File: config.mk
export PLATFORM = sky130hd
export DESIGN_NAME = led_blink_pattern_sequencer_unit
export DESIGN_NICKNAME = d
export VERILOG_FILES = /design/src/sv/lbps_pkg.sv /design/src/sv/led_blink_pattern_sequencer_unit.sv
export SDC_FILE = /design/constraint.sdc
export NUM_CORES = 1
export LEC_CHECK = 0
export ABC_CLOCK_PERIOD_IN_PS = 5700
export BUFFER_PORTS_ARGS = -buffer_cell sky130_fd_sc_hd__buf_2
export CAP_MARGIN = 5
export CORE_MARGIN = 2
export CORE_UTILIZATION = 60
export CTS_CLUSTER_DIAMETER = 40
export CTS_CLUSTER_SIZE = 24
export DETAILED_ROUTE_END_ITERATION = 8
export GPL_TIMING_DRIVEN = 0
export PLACE_DENSITY = 0.79
export SLEW_MARGIN = 20
export SYNTH_ARGS = -nofsm -noshare
export SYNTH_HDL_FRONTEND = slang
export SYNTH_SLANG_ARGS = --single-unit
File: constraint.sdc
create_clock -name i_clk -period 5.7 [get_ports i_clk]
set_clock_uncertainty 0.15 [all_clocks]
set_input_delay 0.855 -clock i_clk [delete_from_list [all_inputs] [get_ports i_clk]]
set_output_delay 0.855 -clock i_clk [all_outputs]
set_load 0.02 [all_outputs]
File: src/sv/lbps_pkg.sv
package lbps_pkg;

    // widths fixed by the interface
    localparam int TIME_W     = 16;
    localparam int SINCE_W    = 17;
    localparam int IN_COUNT_W = 8;
    localparam int CFG_IDX_W  = 2;

    // default number of count bits that take part
    localparam int COUNT_BITS_DEF = 8;

    // register reset values
    localparam logic [TIME_W-1:0] ON_TIME_RST     = 16'd100;
    localparam logic [TIME_W-1:0] OFF_TIME_RST    = 16'd100;
    localparam logic [TIME_W-1:0] GROUP_PAUSE_RST = 16'd200;
    localparam logic [TIME_W-1:0] ENDING_GAP_RST  = 16'd400;

    // request codes
    typedef enum logic [2:0] {
        REQ_TICK    = 3'd0,
        REQ_OFF     = 3'd1,
        REQ_ON      = 3'd2,
        REQ_TOGGLE  = 3'd3,
        REQ_BLINK   = 3'd4,
        REQ_PATTERN = 3'd5,
        REQ_FLASH   = 3'd6,
        REQ_PAUSE   = 3'd7
    } t_req;

    // led modes
    typedef enum logic [1:0] {
        MODE_OFF     = 2'd0,
        MODE_ON      = 2'd1,
        MODE_BLINK   = 2'd2,
        MODE_PATTERN = 2'd3
    } t_mode;

    // configuration register indexes
    typedef enum logic [CFG_IDX_W-1:0] {
        CFG_ON_TIME     = 2'd0,
        CFG_OFF_TIME    = 2'd1,
        CFG_GROUP_PAUSE = 2'd2,
        CFG_ENDING_GAP  = 2'd3
    } t_cfg_idx;

endpackage

File: src/sv/led_blink_pattern_sequencer_unit.sv
// channel | direction | handshake              | payload
// in      | input     | i_in_valid/o_in_ready   | req_type, counts, repeat, duration
// out     | output    | o_out_valid/i_out_ready | led_level, led_changed, is_on, mode
// cfg     | input     | i_cfg_we                | i_cfg_idx, i_cfg_data
//
// one transaction per cycle when not stalled: the full update runs between the input
// handshake and the result register, so a result shows the cycle after it is taken
// the input side is ready whenever the result register is empty or being drained
// synchronous active-low reset clears mode, timers, overlay and registers to defaults
// a stalled output holds its result and back-pressures the input, no state is lost
module led_blink_pattern_sequencer_unit #(
    parameter int COUNT_BITS = lbps_pkg::COUNT_BITS_DEF
) (
    input  logic                          i_clk,
    input  logic                          i_rst_n,
    // command / tick channel
    input  logic                          i_in_valid,
    output logic                          o_in_ready,
    input  logic [2:0]                    i_req_type,
    input  logic [lbps_pkg::IN_COUNT_W-1:0] i_count_first,
    input  logic [lbps_pkg::IN_COUNT_W-1:0] i_count_second,
    input  logic                          i_repeat_pattern,
    input  logic [lbps_pkg::TIME_W-1:0]   i_duration_ms,
    // result channel
    output logic                          o_out_valid,
    input  logic                          i_out_ready,
    output logic                          o_led_level,
    output logic                          o_led_changed,
    output logic                          o_is_on,
    output logic [1:0]                    o_mode,
    // configuration writes
    input  logic                          i_cfg_we,
    input  logic [lbps_pkg::CFG_IDX_W-1:0] i_cfg_idx,
    input  logic [lbps_pkg::TIME_W-1:0]   i_cfg_data
);
    import lbps_pkg::*;

    localparam int CNT_W = (COUNT_BITS < IN_COUNT_W) ? COUNT_BITS : IN_COUNT_W;
    localparam logic [SINCE_W-1:0] SINCE_MAX = '1;

    // configuration registers
    logic [TIME_W-1:0] r_on_time_ms, r_off_time_ms, r_group_pause_ms, r_ending_gap_ms;

    // sequencer state
    t_mode              r_mode, n_mode;
    logic               r_level, n_level;
    logic [SINCE_W-1:0] r_since, n_since;
    logic [CNT_W-1:0]   r_left_first, n_left_first;
    logic [CNT_W-1:0]   r_left_second, n_left_second;
    logic [CNT_W-1:0]   r_group_first, n_group_first;
    logic [CNT_W-1:0]   r_group_second, n_group_second;
    logic               r_repeat_on, n_repeat_on;
    logic               r_ovl_active, n_ovl_active;
    logic [TIME_W-1:0]  r_ovl_left, n_ovl_left;
    logic               r_ovl_level, n_ovl_level;

    // result register
    logic               r_out_valid, n_out_valid;
    logic               r_out_level, r_out_changed, r_out_is_on;
    t_mode              r_out_mode;

    logic               accept;
    t_req               req;
    logic [CNT_W-1:0]   cnt_first, cnt_second;

    assign o_in_ready = !r_out_valid || i_out_ready;
    assign accept     = i_in_valid && o_in_ready;
    assign req        = t_req'(i_req_type);
    assign cnt_first  = i_count_first[CNT_W-1:0];
    assign cnt_second = i_count_second[CNT_W-1:0];

    // configuration write decode
    always_ff @(posedge i_clk) begin
        if (!i_rst_n) begin
            r_on_time_ms     <= ON_TIME_RST;
            r_off_time_ms    <= OFF_TIME_RST;
            r_group_pause_ms <= GROUP_PAUSE_RST;
            r_ending_gap_ms  <= ENDING_GAP_RST;
        end else if (i_cfg_we) begin
            unique case (t_cfg_idx'(i_cfg_idx))
                CFG_ON_TIME:     r_on_time_ms     <= i_cfg_data;
                CFG_OFF_TIME:    r_off_time_ms    <= i_cfg_data;
                CFG_GROUP_PAUSE: r_group_pause_ms <= i_cfg_data;
                CFG_ENDING_GAP:  r_ending_gap_ms  <= i_cfg_data;
                default: ;
            endcase
        end
    end

    // command handling followed by the timing update
    always_comb begin
        logic on_due, off_due, pause_due, gap_due;
        n_mode         = r_mode;
        n_level        = r_level;
        n_since        = r_since;
        n_left_first   = r_left_first;
        n_left_second  = r_left_second;
        n_group_first  = r_group_first;
        n_group_second = r_group_second;
        n_repeat_on    = r_repeat_on;
        n_ovl_active   = r_ovl_active;
        n_ovl_left     = r_ovl_left;
        n_ovl_level    = r_ovl_level;

        unique case (req) inside
            REQ_TICK: begin
                if (r_since != SINCE_MAX) n_since = r_since + 1'b1;
                if (r_ovl_active) begin
                    if (r_ovl_left == '0) n_ovl_active = 1'b0;
                    else                  n_ovl_left   = r_ovl_left - 1'b1;
                end
            end
            REQ_OFF: begin
                n_mode  = MODE_OFF;
                n_level = 1'b0;
            end
            REQ_ON: begin
                n_mode  = MODE_ON;
                n_level = 1'b1;
            end
            REQ_TOGGLE: begin
                // overlay counts as on
                if (r_ovl_active || r_mode != MODE_OFF) begin
                    n_mode  = MODE_OFF;
                    n_level = 1'b0;
                end else begin
                    n_mode  = MODE_ON;
                    n_level = 1'b1;
                end
            end
            REQ_BLINK: begin
                if (r_mode != MODE_BLINK) begin
                    n_mode  = MODE_BLINK;
                    n_since = '0;
                    n_level = 1'b1;
                end
            end
            REQ_PATTERN: begin
                n_repeat_on = i_repeat_pattern;
                if (r_mode != MODE_PATTERN || r_group_first != cnt_first
                        || r_group_second != cnt_second) begin
                    n_mode         = MODE_PATTERN;
                    n_group_first  = cnt_first;
                    n_group_second = cnt_second;
                    n_left_first   = cnt_first;
                    n_left_second  = cnt_second;
                    n_since        = '0;
                    n_level        = 1'b1;
                end
            end
            REQ_FLASH, REQ_PAUSE: begin
                n_ovl_active = 1'b1;
                n_ovl_left   = i_duration_ms;
                n_ovl_level  = (req == REQ_FLASH);
            end
            default: ;
        endcase

        // timer compares on the post-command time
        on_due    = n_since >= {1'b0, r_on_time_ms};
        off_due   = n_since >= {1'b0, r_off_time_ms};
        pause_due = n_since >= {1'b0, r_group_pause_ms};
        gap_due   = n_since >= {1'b0, r_ending_gap_ms};

        if (n_ovl_active) begin
            n_level = n_ovl_level;
        end else if (n_mode == MODE_BLINK) begin
            if (n_level && on_due) begin
                n_level = 1'b0;
                n_since = '0;
            end else if (!n_level && off_due) begin
                n_level = 1'b1;
                n_since = '0;
            end
        end else if (n_mode == MODE_PATTERN) begin
            if (n_left_first != '0) begin
                if (n_level && on_due) begin
                    n_level      = 1'b0;
                    n_since      = '0;
                    n_left_first = n_left_first - 1'b1;
                end else if (!n_level && off_due) begin
                    n_level = 1'b1;
                    n_since = '0;
                end
            end else if (n_left_second != '0) begin
                // group pause over, second group starts
                if (pause_due) begin
                    n_level       = 1'b1;
                    n_left_first  = n_left_second;
                    n_left_second = '0;
                    n_since       = '0;
                end
            end else if (n_repeat_on) begin
                // ending gap over, pattern restarts
                if (gap_due) begin
                    n_level       = 1'b1;
                    n_left_first  = n_group_first;
                    n_left_second = n_group_second;
                    n_since       = '0;
                end
            end else begin
                n_mode  = MODE_OFF;
                n_level = 1'b0;
            end
        end
    end

    // state registers
    always_ff @(posedge i_clk) begin
        if (!i_rst_n) begin
            r_mode         <= MODE_OFF;
            r_level        <= 1'b0;
            r_since        <= '0;
            r_left_first   <= '0;
            r_left_second  <= '0;
            r_group_first  <= '0;
            r_group_second <= '0;
            r_repeat_on    <= 1'b0;
            r_ovl_active   <= 1'b0;
            r_ovl_left     <= '0;
            r_ovl_level    <= 1'b0;
        end else if (accept) begin
            r_mode         <= n_mode;
            r_level        <= n_level;
            r_since        <= n_since;
            r_left_first   <= n_left_first;
            r_left_second  <= n_left_second;
            r_group_first  <= n_group_first;
            r_group_second <= n_group_second;
            r_repeat_on    <= n_repeat_on;
            r_ovl_active   <= n_ovl_active;
            r_ovl_left     <= n_ovl_left;
            r_ovl_level    <= n_ovl_level;
        end
    end

    // result register valid
    always_comb begin
        if (accept)           n_out_valid = 1'b1;
        else if (i_out_ready) n_out_valid = 1'b0;
        else                  n_out_valid = r_out_valid;
    end

    always_ff @(posedge i_clk) begin
        if (!i_rst_n) begin
            r_out_valid <= 1'b0;
        end else begin
            r_out_valid <= n_out_valid;
        end
    end

    // result payload, last driven level is always the stored level
    always_ff @(posedge i_clk) begin
        if (accept) begin
            r_out_level   <= n_level;
            r_out_changed <= n_level != r_level;
            r_out_is_on   <= n_ovl_active || n_mode != MODE_OFF;
            r_out_mode    <= n_mode;
        end
    end

    assign o_out_valid   = r_out_valid;
    assign o_led_level   = r_out_level;
    assign o_led_changed = r_out_changed;
    assign o_is_on       = r_out_is_on;
    assign o_mode        = r_out_mode;

endmodule

==> flow_metrics.tcl, run 1 <==
set metrics [dict create \
    chipWidth_microns 126 \
    avgViaCountPerCell 6.34 \
    status "complete, no violations" \
    cts_buffers 17 \
    htreeDepth 4 \
    cts_buffer_depth 2 \
    wl_mm 27.1 \
    n_antenna_cell 0 \
    finalCritPeriodShare_pct 94.9 \
    cpPeakStageDelay_ns 0.62 \
    synth_cell_types 77 \
    synth_top_area_share_pct 30.5 \
    num_rows 44 \
    cp_top_family "compound AO/OA/AOI/OAI gates" \
    grt_antenna_before_repair 0 \
    clock.fmax_mhz 185 \
    holdPathEnd "r_ending_gap_ms[1]" \
    synth.avg_cell_area_sq_um 7.62 \
    async_flop_share_pct 0 \
    grt_pass1_vias 8360 \
    placed_cells 1418 \
    synth_area_leaders "dfxtp_1 (30%), ha_1 (9.4%), nand2_1 (8.8%)" \
    vdd_ir_drop_max_uv 236 \
    clk_pin_slew_ns 0.06 \
    power.density_nw_per_um2 256 \
    fin_nets 1382 \
    whs_ns 0.304 \
    ys_ff_latch 141 \
    worstPathArrival_ns 5.63 \
    reg2reg_from "r_since[2]" \
    cap_violations 0 \
    drc_errors 0 \
    power.leakage_nw 3.90 \
    io_buffer_count 62 \
    wl_per_cell_microns 18.7 \
    regToRegSetupSlack_ns 0.31 \
    clock_latency_ns 0.44 \
    syn_nets 1298 \
    cts_num_sinks 141 \
    synth_warnings 0 \
    path_max_fanout 10 \
    relSlewSlack_pct 29.0 \
    num_io_pins 66 \
    holdPathStages 2 \
    rr_endpoint "r_left_first[7]" \
    layout-drive-gt1-share_pct 12.0 \
    worstHoldStart "r_ending_gap_ms[1]" \
    yosys.area.top_type "dfxtp_1" \
    required_ns 5.93 \
    core_area_sq_um 14500 \
    path_class "in -> reg" \
    setup-tns-final_ns 0 \
    crit_chain "buf_2 -> xnor2_1 -> nand4_1 -> nor2_2 -> a21oi_1 -> o21bai_2 -> clkbuf_2 -> o21ai_0 -> o31ai_2 -> ha_1 -> a21oi_1 -> a21boi_0 -> o31ai_1 -> a31oi_1 -> a2111oi_4 -> nor2_1 -> o21ai_1 -> o311a_1 -> buf_6 -> buf_6 -> a22o_1" \
    initial_core_util_pct 61.4 \
    track_usage_pct 33.9 \
    synth_edf_count 5 \
    tightest_slew_ns 1.05 \
    grt_pass1_wl_mm 43.0 \
    hp-class "reg -> reg" \
    synth_area_sq_um 8930 \
    netlist_instances 1172 \
    grt_max_degree 17 \
    cp_num_buf_inv 4 \
    cts_tree "built" \
    fillers 1235 \
    die_y_microns 126 \
    finalSetupViolCount 0 \
    grt-ovfl-total 0 \
    die_area_sq_um 15900 \
    cts_root_buffer "clkbuf_16" \
    dp_hpwl_mm 19.6 \
    place_congestion 1.02 \
    rr_worst_depth 20 \
    end_kind "flop" \
    slew_viol_final 0 \
    cp_slowest_cell "a2111oi_4" \
    stdcell_count 1452 \
    synth-main-ff-cell "dfxtp_1" \
    drtIter0Drc 1166 \
    dr.pass1.iters 7 \
    antenna_left 0 \
    area_growth_pct 14.1 \
    power_mw 2.61 \
    vias 9203 \
    period_minus_slack_ns 5.41 \
    synth_seq_area_share_pct 32.2 \
    start_kind "input pin" \
    final_hold_viol_count 0 \
]
metal layers:
| metal | up-vias | track usage [%] | share of wire (%) | wire [microns] |
|---|---|---|---|---|
| met4 | 0 | 8.92 | 1.7 | 447 |
| met3 | 50 | 6.50 | 9.6 | 2600 |
| li1 | 4379 | - | - | - |
| met1 | 4315 | 48.9 | 44 | 12100 |
| met2 | 459 | 52.2 | 44 | 12000 |
| met5 | - | 0 | 0 | 0 |
registers in the layout (all words and copies together) (netlist names), 2 cells and up:
signal            count
r_mode                2
r_left_first          8
r_on_time_ms         16
r_group_pause_ms     16
r_left_second         8
r_off_time_ms        16
r_group_second        8
o_mode                2
r_since              17
r_ovl_left           16
r_ending_gap_ms      16
r_group_first         8
repair_timing:
action,4_1_cts,5_1_grt
gates resized for setup,9,19
setup endpoints to repair,36,36
hold buffers,0,0
pin swaps,1,2
buffers inserted,0,3
worst min-delay path, cell delays in order, from the launching register on:
cell	delay, ns
dfxtp_1	0.31
nand2_1	0.05
a21oi_1	0.05
cell usage in the layout (no fill, tap or decap), drive strengths merged, types with 4 or more instances in the layout:
cell,synthesis,routed
a211oi,17,17
a21o,10,10
a21oi,133,133
a22o,20,20
a22oi,8,8
a31oi,17,17
and2,14,14
and3,5,5
buf,12,77
clkbuf,53,74
clkinv,1,5
clkinvlp,0,4
dfxtp,136,136
edfxtp,5,5
ha,67,67
inv,75,75
mux2,12,12
mux2i,15,15
nand2,210,210
nand2b,11,11
nand3,22,22
nand4,18,18
nor2,56,56
nor3,36,36
nor4,17,17
o211ai,15,15
o21a,6,6
o21ai,80,80
o22ai,5,5
o31ai,16,16
o41ai,4,4
or3,5,5
xnor2,16,16
report_power, final:
group          total, mW  switching, mW  internal (mW)
Sequential          1.06         0.0275           1.03
Clock               1.13          0.444          0.685
Combinational      0.418          0.271          0.147
stage by stage:
| step | worst slack (ns) | utilization, % | cell area, sq um |
|---|---|---|---|
| after floorplan | 0.668 | - | 8930 |
| after global placement | -1.09 | 65.2 | 9470 |
| after detailed placement | -1.02 | 65.2 | 9480 |
| after CTS | 0.0689 | 69.6 | 10100 |
| after global routing | -0.00925 | 70.1 | 10200 |
| final | 0.293 | 70.1 | 10200 |
cells in the mapped netlist, drive strengths merged (3+ instances only):
| library cell | n |
|---|---|
| xnor2 | 16 |
| a211oi | 17 |
| a21o | 10 |
| inv | 75 |
| o211ai | 15 |
| o21ai | 80 |
| and3 | 5 |
| mux2 | 12 |
| nand2 | 210 |
| o41ai | 4 |
| buf | 12 |
| dfxtp | 136 |
| o21bai | 3 |
| a311oi | 3 |
| a22oi | 8 |
| a22o | 20 |
| nor2b | 3 |
| nand4 | 18 |
| nor2 | 56 |
| ha | 67 |
| nand2b | 11 |
| a31oi | 17 |
| and4 | 3 |
| a221oi | 3 |
| a21oi | 133 |
| or3 | 5 |
| nor4 | 17 |
| edfxtp | 5 |
| nand3 | 22 |
| o31ai | 16 |
| o21a | 6 |
| and2 | 14 |
| nor3 | 36 |
| clkbuf | 53 |
| o22ai | 5 |
| mux2i | 15 |
cells by family (layout without fill, tap and decap cells):
kind of cell,after synthesis,in the layout,synth area share [%]
adders and majority gates,67,67,9.39
xor gates and xnor gates,17,17,1.67
and+or+nand+nor,413,413,21.5
muxes,27,27,3.19
AOI/OAI and AO/OA,366,366,25.8
buffers and inverters,141,237,6.33
DFF,141,141,32.2
worst max-delay path by stage:
stage / startpoint / slack, ns / to / depth (start not counted)
global route: r_since[2] / -0.009 / r_left_first[7] / 20
detailed placement: i_count_second[6] / -1.02 / r_left_first[4] / 19
finish: i_count_first[4] / 0.29 / r_since[7] / 21
global placement: i_count_second[6] / -1.09 / r_left_first[4] / 19
CTS: i_count_second[6] / 0.07 / r_left_first[4] / 19
floorplan: i_count_first[3] / 0.67 / r_left_first[4] / 19
area by class of cell:
type,instances,area (sq um),share of cell area [%]
Tap cell,184,230,2.26
Clock buffer,21,480,4.71
Clock inverter,10,114,1.12
Sequential cell,141,2870,28.2
Buffer,65,285,2.80
Timing Repair Buffer,65,345,3.39
Multi-Input combinational cell,890,5580,54.7
Inverter,76,285,2.80
No activity file was read; power rests on OpenSTA's default activity.
==> run 2: changes to the inputs <==
- CTS_BUF_LIST: unset -> sky130_fd_sc_hd__clkbuf_2 sky130_fd_sc_hd__clkbuf_4 sky130_fd_sc_hd__clkbuf_8
- SLEW_MARGIN: 20 -> unset
==> run 2 against run 1 <==
  * Critical path depth shrank 5
  * Maximum frequency fell by 1.5%
  * Sequential share of layout area rose by 0.70 points
  * Clock-buffer cell count shrank 1
==> flow_metrics.tcl, run 2 (synthesized netlist as in run 1, its figures left out) <==
set metrics [dict create \
    final_cell_mix "nand2_1 (209), dfxtp_1 (136), a21oi_1 (130), inv_1 (75), o21ai_0 (72)" \
    topRoutingLayerUsed "met4" \
    placed_area_sq_um 9480 \
    place_congestion 1.02 \
    drc_errors 0 \
    io_buffer_count 62 \
    dp_hpwl_mm 19.7 \
    seqCellArea_sq_um 2870 \
    initial_core_util_pct 61.4 \
    final_common_cell "nand2_1" \
    cap_violations 0 \
    end_kind "flop" \
    crit_path_end "r_left_first[6]" \
    cts_tree "built" \
    setup-tns-final_ns 0 \
    num_io_pins 66 \
    rr_endpoint "r_left_first[7]" \
    worstPathArrival_ns 5.70 \
    power.density_nw_per_um2 231 \
    largest_register_ffs 17 \
    period_minus_slack_ns 5.49 \
    rr_worst_depth 20 \
    wl_met3_mm 2.49 \
    grt_pass1_vias 8221 \
    avgViaCountPerCell 6.33 \
    vias 9180 \
    grt_pass1_wl_mm 42.6 \
    wl_mm 27.0 \
    final_area_sq_um 9940 \
    met2_length_mm 11.8 \
    clock.fmax_mhz 182 \
    dr.pass1.iters 6 \
    cts_buffer_depth 2 \
    wl_per_cell_microns 18.6 \
    die_y_microns 126 \
    cts_buffers 17 \
    startpoint "i_req_type[2]" \
    tightest_slew_ns 1.09 \
    finalSetupViolCount 0 \
    antenna_left 0 \
    multi_input_area_sq_um 5560 \
    hold_buffers 0 \
    status "complete, no violations" \
    n_antenna_cell 0 \
    vdd_ir_drop_max_uv 176 \
    power_mw 2.30 \
    cts_num_sinks 141 \
    die_area_sq_um 15900 \
    chipWidth_microns 126 \
    reg2reg_from "r_since[2]" \
    regToRegSetupSlack_ns 0.28 \
    core_area_sq_um 14500 \
    clk_pin_slew_ns 0.08 \
    layout-drive-gt1-share_pct 11.7 \
    path_class "in -> reg" \
    start_kind "input pin" \
    cts_root_buffer "clkbuf_8" \
    num_rows 44 \
    stdcell_count 1451 \
    placed_cells 1419 \
    largest-register "r_since" \
    finalCritPeriodShare_pct 96.3 \
    drtIter0Drc 1136 \
    power.leakage_nw 3.79 \
    fillers 1262 \
    grt_antenna_before_repair 0 \
    fin_nets 1381 \
    clock_latency_ns 0.47 \
    grt-ovfl-total 0 \
    slew_viol_final 0 \
    m1WireLength_mm 12.1 \
    required_ns 5.91 \
    final_hold_viol_count 0 \
    htreeDepth 4 \
    grt_max_degree 17 \
    fin_util_pct 68.4 \
    path_max_fanout 10 \
    relSlewSlack_pct 26.4 \
    hp-class "reg -> reg" \
    area_growth_pct 11.4 \
    track_usage_pct 33.6 \
]
==> run 2: cell count changes in the layout (fill, tap and decap cells not counted), sizes merged <==
cell,delta
clkinv,+1
clkbuf,-1
buf,-1
==> run 2: area by class of cell <==
class                      instances  share of cell area [%]
tap                              184                    2.32
clock buffer                      20                    2.71
timing repair buffer              64                    3.25
clock inverter                    11                    1.20
inverter                          76                    2.87
buffer                            65                    2.86
multi-input combinational        890                    55.9
sequential                       141                    28.9
==> run 2: where the power goes <==
part           switching, mW  internal, mW  leakage, nW
logic                  0.272         0.147         2.45
registers             0.0278          1.03         1.15
clock network          0.408         0.411        0.190
==> run 2: worst max-delay path: stages <==
cell and delay [ns]:
buf_2 0.10, clkbuf_1 0.19, nor3_2 0.57, clkbuf_1 0.45
nand4_1 0.14, o21ai_0 0.87, ha_1 0.40, a21boi_0 0.13
o31ai_1 0.24, a31oi_1 0.17, a2111oi_4 0.60, clkbuf_2 0.37
o21ai_0 0.14, a21oi_1 0.17, o221ai_1 0.12, o211a_1 0.17
==> run 2: stage by stage <==
stage	hold WS [ns]	setup slack, ns
final	0.307	0.212
after global routing	0.320	-0.00849
after detailed placement	0.296	-1.07
after global placement	0.293	-1.09
after floorplan	0.286	0.668
after CTS	0.307	0.000402
==> run 2: timing repair <==
item                                    CTS  global route
pin swaps                                 1             1
gates resized for setup                   6            20
endpoints found under the setup margin   36            36
buffers inserted                          0             1
==> run 2: metal layers <==
metal	vias to the layer above	track usage (%)
met2	456	51.5
li1	4387	-
met4	0	9.11
met3	70	6.75
met1	4267	48.4
met5	-	0
==> run 2: worst min path at each step <==
| stage | startpoint | endpoint | slack, ns | depth (start not counted) |
|---|---|---|---|---|
| 2_1_floorplan | r_ending_gap_ms[10] | r_ending_gap_ms[10] | 0.29 | 2 |
| 4_1_cts | r_off_time_ms[4] | r_off_time_ms[4] | 0.31 | 2 |
| 5_1_grt | r_on_time_ms[3] | r_on_time_ms[3] | 0.32 | 2 |
| 6_report | r_on_time_ms[8] | r_on_time_ms[8] | 0.31 | 2 |
| 3_3_place_gp | r_on_time_ms[14] | r_on_time_ms[14] | 0.29 | 2 |
| 3_5_place_dp | r_off_time_ms[7] | r_off_time_ms[7] | 0.30 | 2 |
